[config.mk]
export PLATFORM = sky130hd
export DESIGN_NAME = imhq_ctrl
export DESIGN_NICKNAME = d
export VERILOG_FILES = /design/src/hdl/imhq_pkg.sv /design/src/hdl/imhq_ctrl.sv
export SDC_FILE = /design/constraint.sdc
export NUM_CORES = 1
export LEC_CHECK = 0
export ABC_AREA = 1
export BUFFER_PORTS_ARGS = -buffer_cell sky130_fd_sc_hd__buf_2
export CORE_AREA = 2 2 39 41
export DETAILED_ROUTE_END_ITERATION = 7
export DIE_AREA = 0 0 41 43
export PLACE_DENSITY_LB_ADDON = 0.05
export SYNTH_ARGS = -nofsm -noshare
export SYNTH_HDL_FRONTEND = slang
export SYNTH_SLANG_ARGS = --single-unit
[constraint.sdc]
create_clock -name clk_i -period 1.4 [get_ports clk_i]
set_clock_uncertainty 0.15 [all_clocks]
set_input_delay 0.21 -clock clk_i [delete_from_list [all_inputs] [get_ports clk_i]]
set_output_delay 0.21 -clock clk_i [all_outputs]
set_load 0.005 [all_outputs]
[src/hdl/imhq_pkg.sv]
package imhq_pkg;

  typedef enum logic [2:0] {
    ST_OK       = 3'd0,
    ST_FULL     = 3'd1,
    ST_DUP      = 3'd2,
    ST_NOTFOUND = 3'd3,
    ST_EMPTY    = 3'd4
  } status_e;

  typedef enum logic [1:0] {
    CMD_INSERT = 2'd0,
    CMD_CHANGE = 2'd1,
    CMD_DELMIN = 2'd2,
    CMD_REMOVE = 2'd3
  } cmd_e;

  typedef enum logic [3:0] {
    S_IDLE,
    S_POS,
    S_ACT,
    S_FILL,
    S_LOAD,
    S_RDA,
    S_RDB,
    S_CMP,
    S_PUT,
    S_DONE
  } state_e;

  // datapath operations requested by the controller
  typedef enum logic [3:0] {
    OP_NONE,
    OP_CAPTURE,
    OP_POS_RD,
    OP_ACTION,
    OP_FILL,
    OP_LOAD,
    OP_RD_A,
    OP_RD_B,
    OP_COMPARE,
    OP_PUT
  } op_e;

  typedef struct packed {
    logic done;   // command finished, result ready
    logic fill;   // taken entry is read out next
    logic walk;   // sift starts right away
    logic stop;   // sift ended, write the moving entry home
    logic more;   // keep walking
  } dp_status_t;

endpackage

[src/hdl/imhq_ctrl.sv]
module imhq_ctrl (
  input  logic                  clk_i,
  input  logic                  rst_ni,
  input  logic                  in_valid_i,
  output logic                  in_ready_o,
  output logic                  out_valid_o,
  input  logic                  out_ready_i,
  output imhq_pkg::op_e         op_o,
  input  imhq_pkg::dp_status_t  st_i
);
  import imhq_pkg::*;

  state_e state_q, state_d;

  always_ff @(posedge clk_i or negedge rst_ni) begin
    if (!rst_ni) begin
      state_q <= S_IDLE;
    end else begin
      state_q <= state_d;
    end
  end

  always_comb begin
    state_d     = state_q;
    op_o        = OP_NONE;
    in_ready_o  = 1'b0;
    out_valid_o = 1'b0;
    case (state_q)
      S_IDLE: begin
        in_ready_o = 1'b1;
        if (in_valid_i) begin
          op_o    = OP_CAPTURE;
          state_d = S_POS;
        end
      end
      S_POS: begin
        op_o    = OP_POS_RD;
        state_d = S_ACT;
      end
      S_ACT: begin
        op_o = OP_ACTION;
        if (st_i.done) state_d = S_DONE;
        else if (st_i.walk) state_d = S_RDA;
        else if (st_i.fill) state_d = S_FILL;
        else state_d = S_LOAD;
      end
      S_FILL: begin
        op_o = OP_FILL;
        if (st_i.done) state_d = S_DONE;
        else state_d = S_LOAD;
      end
      S_LOAD: begin
        op_o    = OP_LOAD;
        state_d = S_RDA;
      end
      S_RDA: begin
        op_o    = OP_RD_A;
        state_d = st_i.stop ? S_PUT : S_RDB;
      end
      S_RDB: begin
        op_o    = OP_RD_B;
        state_d = S_CMP;
      end
      S_CMP: begin
        op_o    = OP_COMPARE;
        state_d = st_i.more ? S_RDA : S_PUT;
      end
      S_PUT: begin
        op_o    = OP_PUT;
        state_d = S_DONE;
      end
      S_DONE: begin
        out_valid_o = 1'b1;
        if (out_ready_i) state_d = S_IDLE;
      end
      default: state_d = S_IDLE;
    endcase
  end

`ifndef ASSERT_OFF
  a_no_in_while_out: assert property (@(posedge clk_i) disable iff (!rst_ni)
    !(in_ready_o && out_valid_o)) else $error("ready during result");
  a_done_follows: assert property (@(posedge clk_i) disable iff (!rst_ni)
    (state_q == S_DONE && out_ready_i) |=> in_ready_o) else $error("no return");
  a_cap: assert property (@(posedge clk_i) disable iff (!rst_ni)
    (in_valid_i && in_ready_o) |=> state_q == S_POS) else $error("bad start");
`endif
endmodule

==> impl_metrics.yaml, run 1 <==
run_status:
  status: "finished with violations"
  violations: "setup timing"
detailed_routing:
  postRouteAntennaNets: 0
  route.detailed.drc: 0
  drtIter0Drc: 9
  vias: 527
  drt_pass1_iterations: 4
  via_per_inst: 4.66
  wl_mm: 1.21
  wl_per_cell_um: 10.7
cts:
  htreeDepth: 1
  root_buffer: "clkbuf_4"
  cts.sinks: 4
  clockBufferDepth: 2
  cts_tree: "done"
  cts-buffers-inserted: 3
  insertion_delay_ns: 0.24
  path_clk_slew_ns: 0.04
global_route:
  top_usage_layer: "met2"
  grt_max_degree: 7
  grt.met2_usage_pct: 24.7
  grt_pass1_vias: 483
  overflow: 0
  use_met3_pct: 9.42
  antenna_found_initial: 0
  grt_usage_pct: 17.3
  grt_use_met1_pct: 21.5
  grt_pass1_wl_mm: 1.93
sta:
  setup_tns_ns: -1.19
  worst_hold_slack_ns: 0.0936
  setup_viol: 8
  period_share_pct: 114
  hold_violations: 0
  period_needed_ns: 1.60
  worst_pin_slew_ns: 0.182
  max-slew-margin-rel_pct: 87.8
  drv_slew: 0
  max_freq_mhz: 624
  timing.final.ws_setup_ns: -0.203
  rsz0062_at_grt: "yes"
setup_path:
  reg2reg_slack_ns: -0.19
  worst-path-max-fanout: 6
  rr_startpoint: "state_q[1]"
  startpoint_type: "flop"
  crit_slowest_cell: "dfrtp_2"
  crit_chain: "inv_2 > nand2_2 > inv_2 > nand2_2 > inv_2 > nand2_2 > nand4_1 > buf_2"
  required_ns: 1.04
  worst-endpoint-arrival_ns: 1.24
  max_stage_delay_ns: 0.44
  rr_endpoint: "state_q[0]"
  critical_path_class: "flop to output port"
  critPathCaptureType: "output port"
  reg2reg_depth: 11
worst_hold_path:
  holdPathStages: 3
  hold_class: "primary input to flop"
  hold_path.startpoint: "st_i[4]"
  hold_end: "state_q[3]"
placed_design:
  io_buffers: 14
  dp_cells: 101
  place_congestion: 0.779
  hpwl_um: 888
logic_synthesis:
  yosys_warnings: 0
  yosysUniqueCellTypes: 17
  synth_seq_area_share_pct: 25.0
  synth_area_per_cell_um2: 6.07
  syn_nets: 75
  synthesis.area_um2: 400
  syn_inst: 66
  synth-seq-cells: 4
final_layout:
  drive_above_1_share_pct: 58.8
  largest-register: "state_q"
  largestRegisters: "state_q (4)"
  synthToLayoutAreaGrowth_pct: 64.7
  final_util_pct: 47.6
  fin_nets: 108
  fin_cells: 113
  n_antenna_cell: 0
  mostFrequentLayoutCells: "14 x nand2_1, 14 x buf_2, 13 x buf_4, 8 x nand2_2"
  largest_reg_flops: 4
power_and_ir_drop:
  total_power_mw: 1.27
  leakagePower_nw: 0.357
  ir_worst_vdd_mv: 0.889
  power_density_nw_per_um2: 1920
floorplanning:
  die_x_um: 41
  die_h_um: 43
  io_pins: 15
  core-area_um2: 1380
  rows: 14
  dieArea_um2: 1760
  start_util_pct: 28.9
run:
  maxCapViolations: 0
[critical path: cells and delay by family, from the launching register on]
family,cells,cell delay [ns]
flip-flops,1,0.44
buffers and inverters,4,0.33
AND/OR/NAND/NOR,4,0.23
[cell type report]
| class | count | area (um2) |
|---|---|---|
| well taps | 16 | 20.0 |
| multi-input cells | 49 | 284 |
| clock buffers | 3 | 22.5 |
| repair buffers | 28 | 178 |
| inverters | 13 | 51.3 |
| flip-flops and latches | 4 | 104 |
| fillers | 160 | 724 |
[metal layers]
| layer | part of all wire, % | up-vias |
|---|---|---|
| li1 | - | 275 |
| met1 | 43 | 239 |
| met2 | 51 | 11 |
| met3 | 5.1 | 2 |
| met4 | 1.1 | 0 |
| met5 | 0 | - |
[power by group]
part	internal, mW	leakage, nW	switching, mW
Combinational	0.409	0.296	0.467
Sequential	0.169	0.0472	0.0768
Clock	0.0959	0.0138	0.0480
[what timing repair did]
action	CTS	global route
gates resized for setup	8	7
endpoints found under the hold margin	4	0
setup endpoints to repair	6	7
pin swaps	2	5
hold buffers	1	0
buffers inserted	6	2
[cells in the mapped netlist]
cell        n  area, um2
o21ai_1     2       10.0
a21oi_1     1       5.00
nand2_1    19       71.3
nor3_1      2       10.0
o21ai_2     1       8.76
inv_2       6       22.5
o2111ai_1   1       8.76
nor2_4      1       11.3
dfrtp_1     4        100
o211ai_2    1       12.5
nand3_1     6       30.0
o21ai_0     2       10.0
nor2_1      3       11.3
nand4_1     4       25.0
nand2_2     3       18.8
nor2_2      3       18.8
inv_1       7       26.3
[worst max-delay path by stage]
stage,start,end,slack [ns],depth (start not counted)
5_1_grt,state_q[0],op_o[0],-0.31,8
3_5_place_dp,state_q[1],op_o[0],0.004,8
4_1_cts,state_q[1],out_valid_o,-0.19,4
2_1_floorplan,state_q[3],op_o[0],0.14,5
6_report,state_q[1],op_o[0],-0.20,8
3_3_place_gp,state_q[1],op_o[0],-0.01,8
[stage by stage]
step           worst slack [ns]  cell area, um2
4_1_cts                  -0.191             619
2_1_floorplan             0.142             400
3_3_place_gp            -0.0149             528
6_report                 -0.203             659
3_5_place_dp            0.00395             528
5_1_grt                  -0.306             659
[cell families (layout without fill, tap and decap cells)]
| family | count (synthesis) | after routing | synth area share, % |
|---|---|---|---|
| flip-flops | 4 | 4 | 25.0 |
| AND/OR/NAND/NOR | 41 | 41 | 49.1 |
| AO/OA/AOI/OAI | 8 | 8 | 13.7 |
| buffers and inverters | 13 | 44 | 12.2 |
Power figures use the tool's default switching activity.
==> inputs of run 2 (changes only) <==
PLACE_DENSITY_LB_ADDON = 0.08   (was 0.05)
==> impl_metrics.yaml, run 2 (same netlist as run 1, synthesis figures left out) <==
detailed_routing:
  route.detailed.drc: 0
  drt_pass1_iterations: 4
  postRouteAntennaNets: 0
  via_per_inst: 4.71
  wl_per_cell_um: 10.9
  vias: 537
  wl_mm: 1.25
  drtIter0Drc: 6
final_layout:
  largestRegisters: "state_q (4)"
  fin_nets: 109
  fin_cells: 114
  drive_above_1_share_pct: 56.1
  final_util_pct: 48.7
  synthToLayoutAreaGrowth_pct: 68.4
  multi_input_area_um2: 277
  mostFrequentLayoutCells: "17 x nand2_1, 13 x buf_2, 11 x buf_4, 8 x inv_2"
  n_antenna_cell: 0
  seq_area_um2: 104
  largest_reg_flops: 4
  largest-register: "state_q"
  filler_cell_count: 154
  layout_commonest_cell: "nand2_1"
cts:
  htreeDepth: 1
  path_clk_slew_ns: 0.04
  cts_tree: "done"
  cts-buffers-inserted: 3
  cts.sinks: 4
  clockBufferDepth: 2
  root_buffer: "clkbuf_4"
  insertion_delay_ns: 0.24
placed_design:
  place_ws_ns: -0.0192
  place_congestion: 0.733
  dp_cells: 101
  io_buffers: 14
  hpwl_um: 885
setup_path:
  worst-path-max-fanout: 6
  max_stage_delay_ns: 0.41
  reg2reg_slack_ns: -0.01
  cp_top_family: "flip-flops"
  worst-endpoint-arrival_ns: 1.24
  crit_slowest_cell: "dfrtp_2"
  required_ns: 1.04
  critical_path_class: "flop to output port"
  startpoint_type: "flop"
  critPathCaptureType: "output port"
  crit_chain: "inv_2 > nor2_4 > nand3_2 > nand4_1 > buf_2"
  worst-path-buf-inv: 2
global_route:
  grt_usage_pct: 16.5
  overflow: 0
  grt_pass1_vias: 456
  grt_pass1_wl_mm: 1.84
  antenna_found_initial: 0
  grt_max_degree: 7
run_status:
  status: "finished with violations"
  violations: "setup timing"
sta:
  setup_tns_ns: -0.865
  max-slew-margin-rel_pct: 88.2
  period_needed_ns: 1.60
  rsz0062_at_grt: "yes"
  hold_violations: 0
  worst_pin_slew_ns: 0.177
  timing.final.ws_setup_ns: -0.198
  period_share_pct: 114
  drv_slew: 0
  setup_viol: 7
  max_freq_mhz: 626
  worst_hold_slack_ns: 0.101
run:
  maxCapViolations: 0
floorplanning:
  start_util_pct: 28.9
  core-area_um2: 1380
  dieArea_um2: 1760
  rows: 14
  die_h_um: 43
  die_x_um: 41
  io_pins: 15
power_and_ir_drop:
  power_density_nw_per_um2: 2060
  ir_worst_vdd_mv: 0.952
  leakagePower_nw: 0.369
worst_hold_path:
  hold_class: "primary input to flop"
## run 2: cell type report
class	count	area share, %
repair buffers	29	30.1
well taps	16	2.97
clock buffers	3	3.34
multi-input cells	49	41.0
inverters	13	7.24
flip-flops and latches	4	15.4
## run 2: path summary, 6_finish.rpt
check | from | to | cells after the start
setup / recovery | state_q[2] | op_o[0] | 5
min in group asynchronous | rst_ni | state_q[1] | 2
hold reg to reg | state_q[1] | state_q[2] | 2
hold / removal | st_i[4] | state_q[3] | 3
setup reg to reg | state_q[1] | state_q[0] | 8
max in group asynchronous | rst_ni | state_q[3] | 2
## run 2: per-stage QoR
| stage | power, mW | area, um2 |
|---|---|---|
| after floorplan | 0.649 | 400 |
| final | 1.39 | 674 |
| after detailed placement | 0.924 | 528 |
| after global placement | 0.942 | 528 |
| after global routing | 1.51 | 674 |
| after CTS | 1.16 | 598 |
## run 2: worst reg2reg max path, cell delays in order, from the launching register on
cell and delay, ns:
dfrtp_2 0.44, buf_6 0.13, nor2_4 0.09, buf_6 0.11
nand4_1 0.10, o21ai_1 0.10, inv_1 0.05, nand2_1 0.05
nand2_1 0.05
## run 2: where the power goes
part           total (mW)  switching (mW)  internal [mW]
Clock               0.146          0.0503         0.0960
Sequential          0.237          0.0679          0.169
Combinational        1.01           0.492          0.516
## run 2: what timing repair did
action	CTS	global route
pin swaps	0	5
gates resized for setup	7	10
hold buffers	1	0
buffers inserted	3	6
hold endpoints to repair	4	0
setup endpoints to repair	6	7
## run 2: routing by layer
metal	vias to the layer above	GRT usage, %	share of wire (%)
met5	-	0	0
met4	0	6.00	1.0
met3	2	9.42	4.8
met2	11	22.8	50
met1	242	20.8	44
li1	282	-	-
